$ cat config.mk
export PLATFORM = sky130hd
export DESIGN_NAME = i2c_bus_monitor
export DESIGN_NICKNAME = d
export VERILOG_FILES = /design/src/design/i2cm_pkg.sv /design/src/design/i2cm_decode.sv /design/src/design/i2c_bus_monitor.sv
export SDC_FILE = /design/constraint.sdc
export NUM_CORES = 1
export LEC_CHECK = 0
export ABC_AREA = 1
export BUFFER_PORTS_ARGS = -buffer_cell sky130_fd_sc_hd__buf_2
export CAP_MARGIN = 40
export CELL_PAD_IN_SITES_DETAIL_PLACEMENT = 1
export CELL_PAD_IN_SITES_GLOBAL_PLACEMENT = 1
export CORE_MARGIN = 2
export CORE_UTILIZATION = 32
export DETAILED_ROUTE_END_ITERATION = 6
export GPL_ROUTABILITY_DRIVEN = 0
export PLACE_DENSITY_LB_ADDON = 0.1
export SKIP_LAST_GASP = 1
export SLEW_MARGIN = 15
export SYNTH_ARGS = -nofsm -noshare
export SYNTH_HDL_FRONTEND = slang
export SYNTH_SLANG_ARGS = --single-unit
$ cat constraint.sdc
create_clock -name clk -period 6.3 [get_ports clk]
set_input_delay 0.63 -clock clk [delete_from_list [all_inputs] [get_ports clk]]
set_output_delay 0.63 -clock clk [all_outputs]
set_load 0.005 [all_outputs]
$ cat src/design/i2cm_pkg.sv
`default_nettype none

package i2cm_pkg;

  localparam int TIME_W        = 48;
  localparam int LEVELS_W      = 8;
  localparam int CHAN_W        = 3;
  localparam int BITS_PER_BYTE = 8;
  localparam int BIT_CNT_W     = 4;
  localparam int CFG_IDX_W     = 1;

  // Register indexes on the configuration port.
  localparam logic [CFG_IDX_W-1:0] CFG_SDA_CHANNEL = 1'd0;
  localparam logic [CFG_IDX_W-1:0] CFG_SCL_CHANNEL = 1'd1;

  // Reset values of the channel selects.
  localparam logic [CHAN_W-1:0] SDA_CHANNEL_RST = 3'd0;
  localparam logic [CHAN_W-1:0] SCL_CHANNEL_RST = 3'd1;

  // Event codes reported in event_kind.
  localparam logic [1:0] KIND_START   = 2'd0;
  localparam logic [1:0] KIND_STOP    = 2'd1;
  localparam logic [1:0] KIND_ADDRESS = 2'd2;
  localparam logic [1:0] KIND_DATA    = 2'd3;

  typedef struct packed {
    logic [LEVELS_W-1:0] line_levels;
    logic [TIME_W-1:0]   sample_time;
    logic                is_baseline;
  } in_beat_t;

  typedef struct packed {
    logic [1:0]          event_kind;
    logic [7:0]          byte_value;
    logic                nak;
    logic [TIME_W-1:0]   begin_time;
    logic [TIME_W-1:0]   end_time;
    logic [TIME_W-1:0]   shortest_period;
  } out_beat_t;

endpackage

`default_nettype wire

$ cat src/design/i2cm_decode.sv
`default_nettype none

module i2cm_decode
  import i2cm_pkg::*;
(
  input  wire logic              clk,
  input  wire logic              rst_n,
  input  wire logic              step,
  input  wire in_beat_t          item,
  input  wire logic [CHAN_W-1:0] sda_ch,
  input  wire logic [CHAN_W-1:0] scl_ch,
  output logic                   res_valid,
  output out_beat_t              res
);

  logic [LEVELS_W-1:0]  prev_levels_r, prev_levels_nxt;
  logic                 framed_r, framed_nxt;
  logic                 expect_addr_r, expect_addr_nxt;
  logic [BIT_CNT_W-1:0] bit_cnt_r, bit_cnt_nxt;
  logic [7:0]           shift_r, shift_nxt;
  logic [TIME_W-1:0]    byte_start_r, byte_start_nxt;
  logic [TIME_W-1:0]    rise_time_r, rise_time_nxt;
  logic                 rise_seen_r, rise_seen_nxt;
  logic [TIME_W-1:0]    min_period_r, min_period_nxt;

  logic              sda_prev, sda_now, scl_prev, scl_now;
  logic              marker, scl_rise;
  logic [TIME_W-1:0] period;
  logic [TIME_W-1:0] min_upd;

  assign sda_prev = prev_levels_r[sda_ch];
  assign sda_now  = item.line_levels[sda_ch];
  assign scl_prev = prev_levels_r[scl_ch];
  assign scl_now  = item.line_levels[scl_ch];

  // An SDA change with SCL held high is START or STOP; it takes priority.
  assign marker   = (sda_prev != sda_now) && scl_prev && scl_now;
  assign scl_rise = !scl_prev && scl_now;

  assign period  = item.sample_time - rise_time_r;
  assign min_upd = (rise_seen_r && ((min_period_r == '0) || (period < min_period_r)))
                   ? period : min_period_r;

  always_comb begin
    prev_levels_nxt = prev_levels_r;
    framed_nxt      = framed_r;
    expect_addr_nxt = expect_addr_r;
    bit_cnt_nxt     = bit_cnt_r;
    shift_nxt       = shift_r;
    byte_start_nxt  = byte_start_r;
    rise_time_nxt   = rise_time_r;
    rise_seen_nxt   = rise_seen_r;
    min_period_nxt  = min_period_r;
    res_valid       = 1'b0;
    res.event_kind      = KIND_START;
    res.byte_value      = '0;
    res.nak             = 1'b0;
    res.begin_time      = item.sample_time;
    res.end_time        = item.sample_time;
    res.shortest_period = min_period_r;

    if (step) begin
      prev_levels_nxt = item.line_levels;
      if (item.is_baseline) begin
        framed_nxt      = 1'b0;
        expect_addr_nxt = 1'b0;
        bit_cnt_nxt     = '0;
        shift_nxt       = '0;
        byte_start_nxt  = '0;
        rise_time_nxt   = '0;
        rise_seen_nxt   = 1'b0;
        min_period_nxt  = '0;
      end else if (sda_ch != scl_ch) begin
        if (marker) begin
          res_valid       = 1'b1;
          res.event_kind  = sda_now ? KIND_STOP : KIND_START;
          framed_nxt      = !sda_now;
          expect_addr_nxt = !sda_now;
          bit_cnt_nxt     = '0;
          shift_nxt       = '0;
        end else if (scl_rise) begin
          min_period_nxt = min_upd;
          rise_time_nxt  = item.sample_time;
          rise_seen_nxt  = 1'b1;
          if (framed_r) begin
            if (bit_cnt_r < BIT_CNT_W'(BITS_PER_BYTE)) begin
              if (bit_cnt_r == '0) begin
                byte_start_nxt = item.sample_time;
              end
              shift_nxt   = {shift_r[6:0], sda_now};
              bit_cnt_nxt = bit_cnt_r + 1'b1;
            end else begin
              // Ninth clock: acknowledge slot, the byte is complete.
              res_valid           = 1'b1;
              res.event_kind      = expect_addr_r ? KIND_ADDRESS : KIND_DATA;
              res.byte_value      = shift_r;
              res.nak             = sda_now;
              res.begin_time      = byte_start_r;
              res.shortest_period = min_upd;
              expect_addr_nxt     = 1'b0;
              bit_cnt_nxt         = '0;
              shift_nxt           = '0;
            end
          end
        end
      end
    end
  end

  always_ff @(posedge clk) begin
    if (!rst_n) begin
      prev_levels_r <= '0;
      framed_r      <= 1'b0;
      expect_addr_r <= 1'b0;
      bit_cnt_r     <= '0;
      shift_r       <= '0;
      byte_start_r  <= '0;
      rise_time_r   <= '0;
      rise_seen_r   <= 1'b0;
      min_period_r  <= '0;
    end else begin
      prev_levels_r <= prev_levels_nxt;
      framed_r      <= framed_nxt;
      expect_addr_r <= expect_addr_nxt;
      bit_cnt_r     <= bit_cnt_nxt;
      shift_r       <= shift_nxt;
      byte_start_r  <= byte_start_nxt;
      rise_time_r   <= rise_time_nxt;
      rise_seen_r   <= rise_seen_nxt;
      min_period_r  <= min_period_nxt;
    end
  end

endmodule

`default_nettype wire

$ cat src/design/i2c_bus_monitor.sv
// Passive I2C bus monitor. Each input beat carries one timestamped sample of
// eight capture lines; two of them, picked by the sda_channel and
// scl_channel registers, are decoded as SDA and SCL. Each output beat
// reports a START, a STOP, or a completed address or data byte with its
// NAK flag, time span and the shortest SCL period seen so far. A sample
// gives at most one output beat; most give none.
// An accepted beat is registered in the input register, is decoded against
// the bus state, and its result is registered in the output register. One
// beat is taken every cycle while the receiver does not stall; the rate is
// set by the single decode stage between the two registers.
// When the receiver stalls, the output beat holds and the input register
// keeps its beat, so in_ready drops only while both are full.
// Configuration writes are taken at any cycle with cfg_we high, with no
// handshake; write them only while the block is idle.
// Synchronous reset empties both registers, clears the bus state and the
// period tracking, and selects line 0 as SDA and line 1 as SCL.
`default_nettype none

module i2c_bus_monitor
  import i2cm_pkg::*;
(
  input  wire logic                 clk,
  input  wire logic                 rst_n,
  input  wire logic                 in_valid,
  output logic                      in_ready,
  input  wire in_beat_t             in_data,
  output logic                      out_valid,
  input  wire logic                 out_ready,
  output out_beat_t                 out_data,
  input  wire logic                 cfg_we,
  input  wire logic [CFG_IDX_W-1:0] cfg_index,
  input  wire logic [CHAN_W-1:0]    cfg_wdata
);

  logic [CHAN_W-1:0] sda_ch_r, scl_ch_r;
  logic              in_vld_r;
  in_beat_t          in_beat_r;
  logic              out_vld_r;
  out_beat_t         out_beat_r;

  logic      advance;
  logic      step;
  logic      res_valid;
  out_beat_t res;

  // The decode stage moves whenever the output register is empty or being
  // drained this cycle.
  assign advance  = !out_vld_r || out_ready;
  assign step     = in_vld_r && advance;
  assign in_ready = !in_vld_r || advance;

  assign out_valid = out_vld_r;
  assign out_data  = out_beat_r;

  always_ff @(posedge clk) begin
    if (!rst_n) begin
      sda_ch_r <= SDA_CHANNEL_RST;
      scl_ch_r <= SCL_CHANNEL_RST;
    end else if (cfg_we) begin
      unique case (cfg_index)
        CFG_SDA_CHANNEL: sda_ch_r <= cfg_wdata;
        CFG_SCL_CHANNEL: scl_ch_r <= cfg_wdata;
        default: ;
      endcase
    end
  end

  // Input register.
  always_ff @(posedge clk) begin
    if (!rst_n) begin
      in_vld_r <= 1'b0;
    end else if (in_ready) begin
      in_vld_r <= in_valid;
    end
  end

  always_ff @(posedge clk) begin
    if (in_ready) begin
      in_beat_r <= in_data;
    end
  end

  i2cm_decode u_decode (
    .clk       (clk),
    .rst_n     (rst_n),
    .step      (step),
    .item      (in_beat_r),
    .sda_ch    (sda_ch_r),
    .scl_ch    (scl_ch_r),
    .res_valid (res_valid),
    .res       (res)
  );

  // Output register.
  always_ff @(posedge clk) begin
    if (!rst_n) begin
      out_vld_r <= 1'b0;
    end else if (advance) begin
      out_vld_r <= step && res_valid;
    end
  end

  always_ff @(posedge clk) begin
    if (advance) begin
      out_beat_r <= res;
    end
  end

endmodule

`default_nettype wire

## Yosys cells after proc, flatten, opt, wreduce, memory -nomap -nowiden

Index checks and enable logic that the tools add are counted.

| storage, ports and cells | value |
|---|---|
| register bits after elaboration | 387 |
| output and inout bits | 157 |
| bits of input ports | 66 |
| logic and storage cells | 142 |

| operators by class | value |
|---|---|
| bitwise logic cells | 5 |
| add/sub/neg operators | 2 |
| multiplexer cells | 73 |
| magnitude comparators | 4 |
| reductions and logical operators | 32 |
| equality and inequality tests | 4 |

Operators with widths:

| cell | number |
|---|---|
| 48-bit 2-to-1 mux | 27 |
| 59-bit 2-to-1 mux | 3 |
| 48-bit zero test | 1 |
| 48-bit less-than comparator | 1 |
| 8-bit 2-to-1 mux | 6 |
| 48-bit subtractor | 1 |
| 1-bit 2-to-1 mux | 26 |
| 4-bit 2-to-1 mux | 6 |
| 1-bit binary-select mux with 3-bit select | 4 |
| 2-bit nonzero test | 6 |
| 3-bit by 4-bit less-than comparator with 1-bit output (second input constant) | 2 |
| 4-bit AND reduction | 2 |
| 7-bit AND reduction | 1 |
| 7-bit OR reduction | 1 |
| 1-bit logical AND | 6 |
| 3-bit nonzero test | 2 |
| 1-bit NOT | 5 |
| 5-bit AND reduction | 1 |
| 4-bit by 1-bit adder with 4-bit output (second input constant) | 1 |
| 1-bit zero test | 4 |
| 4-bit zero test | 1 |
| 4-bit less-than comparator (second input constant) | 1 |
| 2-bit AND reduction | 2 |
| 1-bit logical OR | 3 |
| other kinds (7) | 7 |

## Logic depth before layout (Yosys ltp)

Gate-level depths: netlist (run 1).

| logic depth | value |
|---|---|
| depth in word-level cells | 12 |
| gate-level depth with buffers | 33 |
| gate-level depth less buffers | 31 |

## Cells and area by module

From an unflattened synthesis (run 1), not the netlist that was laid out.

| unflattened totals | value |
|---|---|
| cell total of the unflattened synthesis | 2829 |
| area, all modules | 21269.1 µm² |

By module, submodules not included:

| module | instances | cells each | area an instance (µm²) | seq. area each (µm²) |
|---|---|---|---|---|
| i2cm_decode | 1 | 2571 | 14574.0 | 3343.2 |
| i2c_bus_monitor | 1 | 258 | 6695.2 | 6526.3 |

## Worst setup path before layout (run 1)

Ideal clock, no wire load.

| timing | value |
|---|---|
| kind | input-to-reg |
| start point | input port out_ready |
| end point | register out_beat_r (netlist bit out_data[100]), data pin |
| library setup time | 0.255 ns |
| path buffers | 2 |
| required time | 6.045 ns |
| path slack | 0.361 ns |
| stages | 11 |
| data arrival time | 5.684 ns |
| path through | inv_1 -> nand2_1 -> nand2_1 -> inv_1 -> nand2_1 -> nor2_1 -> nand2_1 -> buf_2 -> clkbuf_1 -> o21ai_0 -> inv_1 |

RTL lines:

| what | RTL line | source |
|---|---|---|
| start: declaration | i2c_bus_monitor.sv:28 | `input wire logic out_ready,` |
| end signal: assignment | i2c_bus_monitor.sv:105 | `out_beat_r <= res;` |
| end: declaration | i2c_bus_monitor.sv:39 | `out_beat_t out_beat_r;` |

==> reports/metrics.yaml, run 1 <==
p_seq_share_pct: 40.5
cts_made_buffers: 46
grt_pass1_wl_mm: 113
rsz0062_at_grt: "no"
synthCells: 2817
ys_types: 38
first_global_vias: 19861
swShare_pct: 30.8
die_w_um: 264
io_pins: 223
overflow: 0
crit_type: "flip-flop to flip-flop"
min_period_ns: 4.90
antenna_cells: 0
initial_core_util_pct: 32.2
hold_buffers: 0
root_buffer: "clkbuf_16"
die_area_mm2: 0.0695
ys_async_sr_fraction_pct: 0
min_to: "in_beat_r[0]$_DFFE_PP_"
vias_per_cell: 4.77
drc: 0
num_vias: 18736
worstHoldPathType: "primary input to flip-flop"
p_leak_nw: 12.7
setup_slack_ns: 1.40
track_usage_pct: 20.6
wirelength_mm: 71.8
rows: 95
avgSynthCellArea_um2: 7.65
finalSetupViolCount: 0
cts_setup_buffers: 0
layout_commonest_cell: "nand2_1"
worstReg2RegStart: "in_beat_r[6]$_DFFE_PP_"
cts_sinks: 387
final_cells: 3930
r2r_cells: 24
dp.cells: 3845
layout-drive-gt1-share_pct: 13.8
netSwitchingPower_mw: 2.18
grt_max_degree: 67
regToRegSetupSlack_ns: 1.40
max_freq_mhz: 204
area_growth_pct: 17.0
worst_ep_arrival_time_ns: 5.25
synth_seq_cells: 387
finClkSkew_ns: 0.0323
worstHoldPathCells: 1
h-tree-depth: 2
post-route-period-util_pct: 77.8
r2r_end: "out_data[27]$_DFFE_PN_"
critPathBufInv: 2
status: "finished clean"
antenna_left: 0
ir_drop_mv: 0.208
pwr_density_cell_mw_per_mm2: 281
slew_viol_final: 0
antenna_found_initial: 2
cpPeakStageDelay_ns: 0.53
clockBufferDepth: 3
crit_path_max_fanout: 48
layout_common_cells: "nand2_1 (736), inv_1 (601), buf_2 (222), edfxtp_1 (212), nor2_1 (188)"
fp.coreArea_mm2: 0.0669
endpoint_kind: "flip-flop"
tritoncts: "built"
dp_hpwl_mm: 54.0
ys_seq_area_share_pct: 45.8
cts_resized: 0
final.setup.tns_ns: 0
slowest_stage: "buf_4"
synth_edf_count: 212
cp_cell_sequence: "ha_1 > nand2_1 > nor2_1 > nand3_1 > nand3_1 > nand3_1 > nand3_1 > nand2_1 > nand2_1 > inv_1 > ha_1 > nand2_1 > nand2_1 > nand2_1 > a21oi_1 > nor2_1 > nand2_1 > a21oi_1 > nand2_1 > nand2_1 > buf_4 > nand3_1 > nand3_2 > o21ai_2"
insertion_delay_ns: 0.61
fillers: 8165
maxCapViolCount: 0
synth_nets: 2980
internal_power_mw: 4.90
hp-start: "in_data[0]"
ys.flop_type: "edfxtp_1"
cpMostUsedCell: "nand2_1"
critPathTopFamily: "simple AND/OR/NAND/NOR gates"
synth_area_mm2: 0.0216
num-nets-final: 3183
dr.pass1.iters: 5
ys_warn_count: 0
routedWlPerCell_um: 18.3
clkPwrFrac_pct: 39.6
cp.required_ns: 6.65
fp.dieH_um: 264
cts.clk_slew.worst_paths_ns: 0.06
relSlewSlack_pct: 45.8
io_buffers: 222
hold_viol: 0
pwr-share-comb_pct: 19.8
pre_cts_ws_ns: 1.31
worst_pin_slew_ns: 0.806
startpoint_type: "flip-flop"
drtIter0Drc: 980
## sequential cells by signal (all words and copies together) (netlist names)
register	count
u_decode.rise_seen_r	1
scl_ch_r	3
u_decode.byte_start_r	48
in_beat_r	57
out_valid	1
u_decode.min_period_r	48
out_data	155
u_decode.prev_levels_r	8
sda_ch_r	3
u_decode.bit_cnt_r	4
in_vld_r	1
u_decode.framed_r	1
u_decode.shift_r	8
u_decode.expect_addr_r	1
u_decode.rise_time_r	48
## cell usage after synthesis (2+ instances only)
master	number	area [um2]
a21o_1	3	22.5
a21oi_1	166	831
and2_1	4	25.0
buf_1	2	7.51
buf_2	31	155
buf_4	8	60.1
buf_6	3	33.8
buf_8	4	60.1
clkbuf_1	43	161
dfxtp_1	175	3500
edfxtp_1	212	6370
ha_1	96	1200
inv_1	602	2260
inv_2	6	22.5
nand2_1	738	2770
nand2_2	3	18.8
nand3_1	165	826
nand3_2	40	400
nand3b_1	3	22.5
nand4_1	28	175
nor2_1	189	709
nor3_1	4	20.0
nor4_1	7	43.8
o211ai_1	5	37.5
o21a_1	48	360
o21ai_0	128	641
o21ai_1	23	115
o21ai_2	42	368
o21bai_1	3	22.5
or2_2	2	12.5
xnor2_1	9	78.8
xor2_1	19	166
## cell families (layout without fill, tap and decap cells)
kind of cell    after synthesis  after routing  synth area share (%)
compound gates              418            418                  11.1
xor+xnor                     28             28                  1.14
fa+ha+maj                    97             97                  5.66
buf+inv                     700            940                  12.8
flops                       387            387                  45.8
simple gates               1187           1187                  23.5
## routing by layer
layer | up-vias | global-route usage, % | wire length, um
li1 | 9294 | - | -
met1 | 9032 | 26.7 | 32700
met2 | 324 | 35.9 | 34300
met3 | 86 | 2.71 | 2920
met4 | 0 | 5.88 | 1850
met5 | - | 0 | 0
## area by class of cell
type	instances	area (um2)	area share (%)
sequential	387	9870	39.1
multi-input combinational	1730	8960	35.5
clock inverter	28	349	1.38
timing repair buffer	246	1430	5.68
inverter	609	2290	9.06
tap	873	1090	4.33
clock buffer	57	1240	4.92
## through the flow
stage / hold WS (ns) / utilization (%) / cell area, um2 / power, mW
3_5_place_dp: 0.453 / 35.3 / 23600 / 4.34
6_report: 0.193 / 37.7 / 25200 / 7.08
4_1_cts: 0.156 / 37.7 / 25200 / 7.21
3_3_place_gp: 0.447 / 35.1 / 23500 / 4.30
5_1_grt: 0.173 / 37.7 / 25200 / 7.47
2_1_floorplan: 0.436 / - / 21600 / 3.81
## power by group through the flow
stage	clock network [mW]	registers (mW)	logic, mW
2_1_floorplan	0	2.90	0.915
3_3_place_gp	0	2.92	1.38
3_5_place_dp	0	2.93	1.42
4_1_cts	2.90	2.88	1.43
5_1_grt	2.98	2.89	1.61
6_report	2.81	2.87	1.40
## how the worst max path moves through the flow
stage / startpoint / endpoint / slack (ns) / cells after the start
finish: in_beat_r[6]$_DFFE_PP_ / out_data[27]$_DFFE_PN_ / 1.40 / 24
global route: in_beat_r[28]$_DFFE_PP_ / out_data[26]$_DFFE_PN_ / 0.89 / 26
CTS: in_beat_r[28]$_DFFE_PP_ / out_data[0]$_DFFE_PN_ / 1.31 / 25
detailed placement: in_beat_r[28]$_DFFE_PP_ / out_data[0]$_DFFE_PN_ / 1.31 / 25
global placement: in_beat_r[28]$_DFFE_PP_ / out_data[0]$_DFFE_PN_ / 1.41 / 25
floorplan: out_ready / out_data[100]$_DFFE_PN_ / 0.36 / 11
## worst register-to-register path: cells and delay by family (launching register included)
| family | cells | cell delay, ns |
|---|---|---|
| simple gates | 17 | 2.57 |
| compound gates | 3 | 0.23 |
| flops | 1 | 0.48 |
| buf+inv | 2 | 0.60 |
| fa+ha+maj | 2 | 0.77 |
Power figures use the tool's default switching activity.
==> run 2, diff against run 1 <==
Clock period 6.3 ns to 4.14 ns, I/O delays scaled along.
==> reports/metrics.yaml, run 2 (synthesis results as in run 1) <==
cts_sinks: 387  # unchanged
fp.coreArea_mm2: 0.0669  # unchanged
rsz0062_at_grt: "yes"  # was no
fp.dieH_um: 264  # unchanged
overflow: 0  # unchanged
slew_viol_final: 0  # unchanged
drc: 0  # unchanged
initial_core_util_pct: 32.2  # unchanged
insertion_delay_ns: 0.61  # about the same
track_usage_pct: 21.2  # was 20.6%
max_freq_mhz: 255  # was 204 MHz
dp_hpwl_mm: 54.8  # was 54.0 mm
worst_pin_slew_ns: 0.949  # was 0.806 ns
final.setup.tns_ns: 0  # unchanged
crit_type: "flip-flop to flip-flop"  # unchanged
finClkSkew_ns: 0.0418  # was 0.0323 ns
hp-start: "in_data[14]"  # was in_data[0]
clockBufferDepth: 3  # unchanged
hold_viol: 0  # unchanged
worst_ep_arrival_time_ns: 4.24  # was 5.25 ns
antenna_left: 0  # unchanged
rows: 95  # unchanged
grt_max_degree: 146  # was 67
worstHoldPathCells: 1  # unchanged
regToRegSetupSlack_ns: 0.21  # was 1.40 ns
maxCapViolCount: 0  # unchanged
pwr_density_cell_mw_per_mm2: 398  # was 281 mW/mm2
layout_commonest_cell: "nand2_1"  # unchanged
r2r_end: "out_data[36]$_DFFE_PN_"  # was out_data[27]$_DFFE_PN_
cts.clk_slew.worst_paths_ns: 0.06  # about the same
ir_drop_mv: 0.292  # was 0.208 mV
r2r_cells: 26  # was 24
wirelength_mm: 74.7  # was 71.8 mm
first_global_vias: 20846  # was 19.9k
tritoncts: "built"  # unchanged
antenna_found_initial: 0  # was 2
num_vias: 19730  # was 18.7k
area_growth_pct: 32.7  # was 17.0%
min_to: "in_beat_r[14]$_DFFE_PP_"  # was in_beat_r[0]$_DFFE_PP_
grt_pass1_wl_mm: 117  # was 113 mm
largest_reg_flops: 155  # unchanged
dpl-instance-area_mm2: 0.0249  # was 0.0236 mm2
root_buffer: "clkbuf_16"  # unchanged
post-route-period-util_pct: 94.9  # was 77.8%
layout_common_cells: "nand2_1 (659), inv_1 (591), buf_4 (224), buf_2 (222), edfxtp_1 (212)"  # was nand2_1 (736), inv_1 (601), buf_2 (222), edfxtp_1 (212), nor2_1 (188)
endpoint_kind: "flip-flop"  # unchanged
dr.pass1.iters: 5  # unchanged
die_w_um: 264  # unchanged
final_cells: 4184  # was 3930
antenna_cells: 0  # unchanged
drtIter0Drc: 803  # was 980
num-nets-final: 3439  # was 3183
relSlewSlack_pct: 36.7  # was 45.8%
fin_util_pct: 42.7  # was 37.7%
io_buffers: 222  # unchanged
p_leak_nw: 14.0  # was 12.7 nW
dp.cells: 4018  # was 3845
layout-drive-gt1-share_pct: 26.0  # was 13.8%
cp.required_ns: 4.46  # was 6.65 ns
die_area_mm2: 0.0695  # unchanged
finalSetupViolCount: 0  # unchanged
io_pins: 223  # unchanged
cts_made_buffers: 44  # was 46
worstReg2RegStart: "in_beat_r[1]$_DFFE_PP_"  # was in_beat_r[6]$_DFFE_PP_
routedWlPerCell_um: 17.8  # was 18.3 um
crit_path_max_fanout: 28  # was 48
min_period_ns: 3.93  # was 4.90 ns
startpoint_type: "flip-flop"  # unchanged
worstHoldPathType: "primary input to flip-flop"  # unchanged
fin_area_mm2: 0.0286  # was 0.0252 mm2
status: "finished clean"  # unchanged
h-tree-depth: 2  # unchanged
vias_per_cell: 4.72  # was 4.77
[run 2: area by class of cell]
class                   count  area [um2]
multi-input cells        1730       10400
well taps                 873        1090
repair buffers            504        3510
clock buffers              57        1190
flip-flops and latches    387        9870
clock inverters            24         293
fillers                  8055       38300
inverters                 609        2290
[run 2: where the power goes]
group | switching [mW] | total, mW | leakage, nW | internal (mW)
Combinational | 1.72 | 2.96 | 9.55 | 1.24
Clock | 1.70 | 4.06 | 0.705 | 2.36
Sequential | 0.133 | 4.37 | 3.78 | 4.24
Total | 3.55 | 11.4 | 14.0 | 7.85
[run 2: worst max-delay path, stage by stage, from the launching register on]
cell and delay, ns:
edfxtp_1 0.35, inv_1 0.07, ha_1 0.23, fa_2 0.37, inv_2 0.08, nand2_1 0.07
nand3_2 0.11, buf_4 0.11, nand2_1 0.05, nand3_2 0.10, buf_4 0.13, xor2_1 0.19
buf_4 0.17, ha_1 0.24, nand2_2 0.11, a21oi_1 0.05, nor2_1 0.15, nand2_1 0.08
nand2_1 0.06, nand2_1 0.06, a21oi_2 0.13, nand2_2 0.08, nand2_4 0.11, buf_12 0.20
nand3_1 0.18, nand3_2 0.13, o21ai_2 0.07
[run 2: layer usage]
metal / vias to the layer above / global-route usage (%) / part of all wire [%]
met5: - / 0 / 0
met1: 9565 / 27.5 / 45
met2: 299 / 37.6 / 49
met3: 78 / 2.39 / 3.6
li1: 9788 / - / -
met4: 0 / 5.19 / 2.3
[run 2: worst max-delay path by stage]
stage                                   end  cells past startpoint  slack (ns)                    start
floorplan           out_data[100]$_DFFE_PN_                     11        0.08                out_ready
global placement     out_data[44]$_DFFE_PN_                     26       -0.38  in_beat_r[26]$_DFFE_PP_
detailed placement    out_data[1]$_DFFE_PN_                     29       -0.43  in_beat_r[26]$_DFFE_PP_
CTS                  out_data[31]$_DFFE_PN_                     27        0.02  in_beat_r[27]$_DFFE_PP_
global route          out_data[1]$_DFFE_PN_                     29       -0.03  in_beat_r[27]$_DFFE_PP_
finish               out_data[36]$_DFFE_PN_                     26        0.21   in_beat_r[1]$_DFFE_PP_
[run 2: metrics by stage]
step                      hold WS (ns)  setup WS (ns)  power (mW)
after global routing           0.00812        -0.0344        12.0
after floorplan                  0.436         0.0753        5.80
after global placement           0.450         -0.378        6.92
after CTS                      0.00316         0.0152        11.3
final                           0.0321          0.211        11.4
after detailed placement         0.455         -0.429        6.99
[run 2: repair_timing]
action,in CTS,in global routing
cloned,0,2
resized for setup,83,217
hold buffers,45,0
endpoints found under the setup margin,96,96
setup buffers,15,23
pin swaps,7,58
hold endpoints to repair,45,0
==> run 3, diff against run 2 <==
Settings changed: SYNTH_HIERARCHICAL set to 1.
==> reports/metrics.yaml, run 3 <==
antenna_left: 0  # unchanged
cts_made_buffers: 45  # was 44
dp_hpwl_mm: 54.3  # was 54.8 mm
synth_seq_cells: 387  # unchanged
pre_cts_ws_ns: -0.396  # was -0.429 ns
internal_power_mw: 7.25  # was 7.85 mW
timing.hold.ws_ns: 0.0295  # was 0.0321 ns
worst_pin_slew_ns: 0.834  # was 0.949 ns
pwr-share-comb_pct: 16.1  # was 26.0%
track_usage_pct: 21.4  # was 21.2%
num-nets-final: 3389  # was 3439
clockBufferDepth: 3  # unchanged
layout-drive-gt1-share_pct: 23.3  # was 26.0%
clkPwrFrac_pct: 41.3  # was 35.6%
fp.coreArea_mm2: 0.0657  # was 0.0669 mm2
synth_mux_area_share_pct: 0  # unchanged
endpoint_kind: "flip-flop"  # unchanged
layout_common_cells: "nand2_1 (807), inv_1 (474), buf_2 (222), edfxtp_1 (212), nand3_1 (204)"  # was nand2_1 (659), inv_1 (591), buf_4 (224), buf_2 (222), edfxtp_1 (212)
grt_pass1_wl_mm: 114  # was 117 mm
grt_max_degree: 165  # was 146
first_global_vias: 20274  # was 20.8k
pwr_density_cell_mw_per_mm2: 359  # was 398 mW/mm2
drtIter0Drc: 1009  # was 803
ys_types: 41  # was 38
num_vias: 19798  # was 19.7k
finalSetupViolCount: 0  # unchanged
max_freq_mhz: 251  # was 255 MHz
antenna_found_initial: 2  # was 0
worstReg2RegStart: "in_beat_r[16]$_DFFE_PP_"  # was in_beat_r[1]$_DFFE_PP_
multiInputGateArea_mm2: 0.00996  # was 0.0104 mm2
synth-simple-area-share_pct: 25.4  # was 23.5%
ff_latch_area_mm2: 0.00987  # unchanged
ys_async_sr_fraction_pct: 0  # unchanged
yosys-top-cells-area: "edfxtp_1 (30%), dfxtp_1 (16%), nand2_1 (15%), inv_1 (8.5%), ha_1 (5.6%)"  # was edfxtp_1 (30%), dfxtp_1 (16%), nand2_1 (13%), inv_1 (10%), ha_1 (5.6%)
cts.clk_slew.worst_paths_ns: 0.06  # about the same
synth_top_family_by_area: "simple AND/OR/NAND/NOR gates"  # unchanged
hold_viol: 0  # unchanged
largest_reg_flops: 155  # unchanged
fin_area_mm2: 0.0278  # was 0.0286 mm2
io_buffers: 222  # unchanged
vias_per_cell: 4.80  # was 4.72
fillers: 7979  # was 8055
p_leak_nw: 12.8  # was 14.0 nW
dr.pass1.iters: 4  # was 5
routedWlPerCell_um: 18.2  # was 17.8 um
synth_area_mm2: 0.0213  # was 0.0216 mm2
wirelength_mm: 75.2  # was 74.7 mm
ys_top_cells_by_count: "nand2_1 (876), inv_1 (484), nand3_1 (227)"  # was nand2_1 (738), inv_1 (602), edfxtp_1 (212)
synth_edf_count: 212  # unchanged
die_w_um: 262  # was 264 um
p_seq_share_pct: 42.6  # was 38.4%
synth_xor_xnor_area_share_pct: 0.906  # was 1.14%
slew_viol_final: 0  # unchanged
die_area_mm2: 0.0685  # was 0.0695 mm2
cp.required_ns: 4.46  # about the same
min_period_ns: 3.99  # was 3.93 ns
cts_sinks: 387  # unchanged
area_growth_pct: 30.8  # was 32.7%
ys_warn_count: 6  # was 0
synth_top_area_cell: "edfxtp_1"  # unchanged
fin_util_pct: 42.3  # was 42.7%
dpl-instance-area_mm2: 0.0242  # was 0.0249 mm2
rsz0062_at_grt: "yes"  # unchanged
netSwitchingPower_mw: 2.75  # was 3.55 mW
insertion_delay_ns: 0.60  # was 0.61 ns
finClkSkew_ns: 0.0212  # was 0.0418 ns
post-route-period-util_pct: 96.3  # was 94.9%
rows: 94  # was 95
worst_ep_arrival_time_ns: 4.31  # was 4.24 ns
drc: 0  # unchanged
maxCapViolCount: 0  # unchanged
status: "finished clean"  # unchanged
swShare_pct: 27.5  # was 31.1%
layout_commonest_cell: "nand2_1"  # unchanged
io_pins: 223  # unchanged
relSlewSlack_pct: 44.3  # was 36.7%
worstHoldPathType: "primary input to flip-flop"  # unchanged
synth_nets: 2992  # was 2980
avgSynthCellArea_um2: 7.52  # was 7.65 um2
overflow: 0  # unchanged
r2r_end: "out_data[25]$_DFFE_PN_"  # was out_data[36]$_DFFE_PN_
ys_seq_area_share_pct: 46.4  # was 45.8%
root_buffer: "clkbuf_16"  # unchanged
tritoncts: "built"  # unchanged
regToRegSetupSlack_ns: 0.15  # was 0.21 ns
synth_top_cell_area_share_pct: 29.9  # was 29.5%
r2r_cells: 27  # was 26
fp.dieH_um: 262  # was 264 um
ir_drop_mv: 0.261  # was 0.292 mV
initial_core_util_pct: 32.4  # was 32.2%
ys.flop_type: "edfxtp_1"  # unchanged
power_mw: 9.99  # was 11.4 mW
crit_start: "in_beat_r[16]$_DFFE_PP_"  # was in_beat_r[1]$_DFFE_PP_
h-tree-depth: 2  # unchanged
synth_fa_ha_area_share_pct: 5.74  # was 5.66%
final.setup.tns_ns: 0  # unchanged
crit_path_max_fanout: 7  # was 28
crit_end: "out_data[25]$_DFFE_PN_"  # was out_data[36]$_DFFE_PN_
dp.cells: 3958  # was 4018
synth.most_common_cell: "nand2_1"  # unchanged
crit_type: "flip-flop to flip-flop"  # unchanged
setup_slack_ns: 0.151  # was 0.211 ns
synth_compound_area_share_pct: 8.83  # was 11.1%
final_cells: 4128  # was 4184
synthCells: 2829  # was 2817
startpoint_type: "flip-flop"  # unchanged
==> run 3: final cells by class <==
type | instances | share of cell area, %
inverter | 491 | 6.64
timing repair buffer | 495 | 12.8
multi-input combinational | 1806 | 35.8
tap | 864 | 3.88
clock inverter | 20 | 0.976
sequential | 387 | 35.5
antenna | 2 | 0.0180
clock buffer | 63 | 4.47
==> run 3: repair_timing <==
item | 4_1_cts | 5_1_grt
resized for setup | 63 | 230
endpoints found under the setup margin | 96 | 96
endpoints found under the hold margin | 48 | 0
hold buffers | 48 | 0
setup buffers | 8 | 21
pin swaps | 6 | 54
cloned | 0 | 7
==> run 3: cell families after synthesis <==
logic type / count (synthesis)
flops: 387
fa+ha+maj: 97
simple gates: 1323
compound gates: 364
xor+xnor: 22
buf+inv: 636
==> run 3: worst min-delay path by stage <==
| stage | start | endpoint | depth (start not counted) |
|---|---|---|---|
| after CTS | in_data[41] | in_beat_r[41]$_DFFE_PP_ | 1 |
| final | in_data[41] | in_beat_r[41]$_DFFE_PP_ | 1 |
| after floorplan | u_decode/rise_time_r[20]$_SDFFE_PN0P_ | u_decode/rise_time_r[20]$_SDFFE_PN0P_ | 2 |
| after detailed placement | u_decode/rise_time_r[40]$_SDFFE_PN0P_ | u_decode/rise_time_r[40]$_SDFFE_PN0P_ | 2 |
| after global routing | in_data[18] | in_beat_r[18]$_DFFE_PP_ | 1 |
| after global placement | u_decode/rise_time_r[9]$_SDFFE_PN0P_ | u_decode/rise_time_r[9]$_SDFFE_PN0P_ | 2 |
==> run 3: critical path, cell delays in order, from the launching register on <==
cell and delay [ns]:
edfxtp_1 0.45, ha_4 0.33, nand2_2 0.09, nor2_2 0.13, inv_1 0.07, buf_4 0.13, nor3_1 0.31, nand3_1 0.16
nand3_1 0.11, nand2_1 0.05, nand2_1 0.11, inv_1 0.07, ha_1 0.30, nand2_1 0.06, inv_1 0.06, nand3_1 0.07
nor2_1 0.12, nand2_1 0.10, nor2_1 0.10, nand2_1 0.06, nand2_1 0.08, nand2_2 0.09, nand2_4 0.10, buf_8 0.15
buf_12 0.13, nand2_1 0.07, nand3_1 0.10, o21ai_2 0.08
==> run 3: power groups by stage <==
stage                     registers [mW]  logic [mW]  clock network, mW
after floorplan                     4.31       0.795                  0
after global placement              4.33        1.35                  0
after detailed placement            4.33        1.40                  0
after CTS                           4.25        1.48               4.24
after global routing                4.27        1.79               4.39
final                               4.26        1.61               4.12
==> run 3: metal layers <==
layer / vias up / track usage (%) / part of all wire (%)
met5: - / 0 / 0
met2: 352 / 35.8 / 47
met3: 108 / 2.98 / 3.8
met1: 9575 / 29.1 / 47
met4: 0 / 5.21 / 2.3
li1: 9763 / - / -
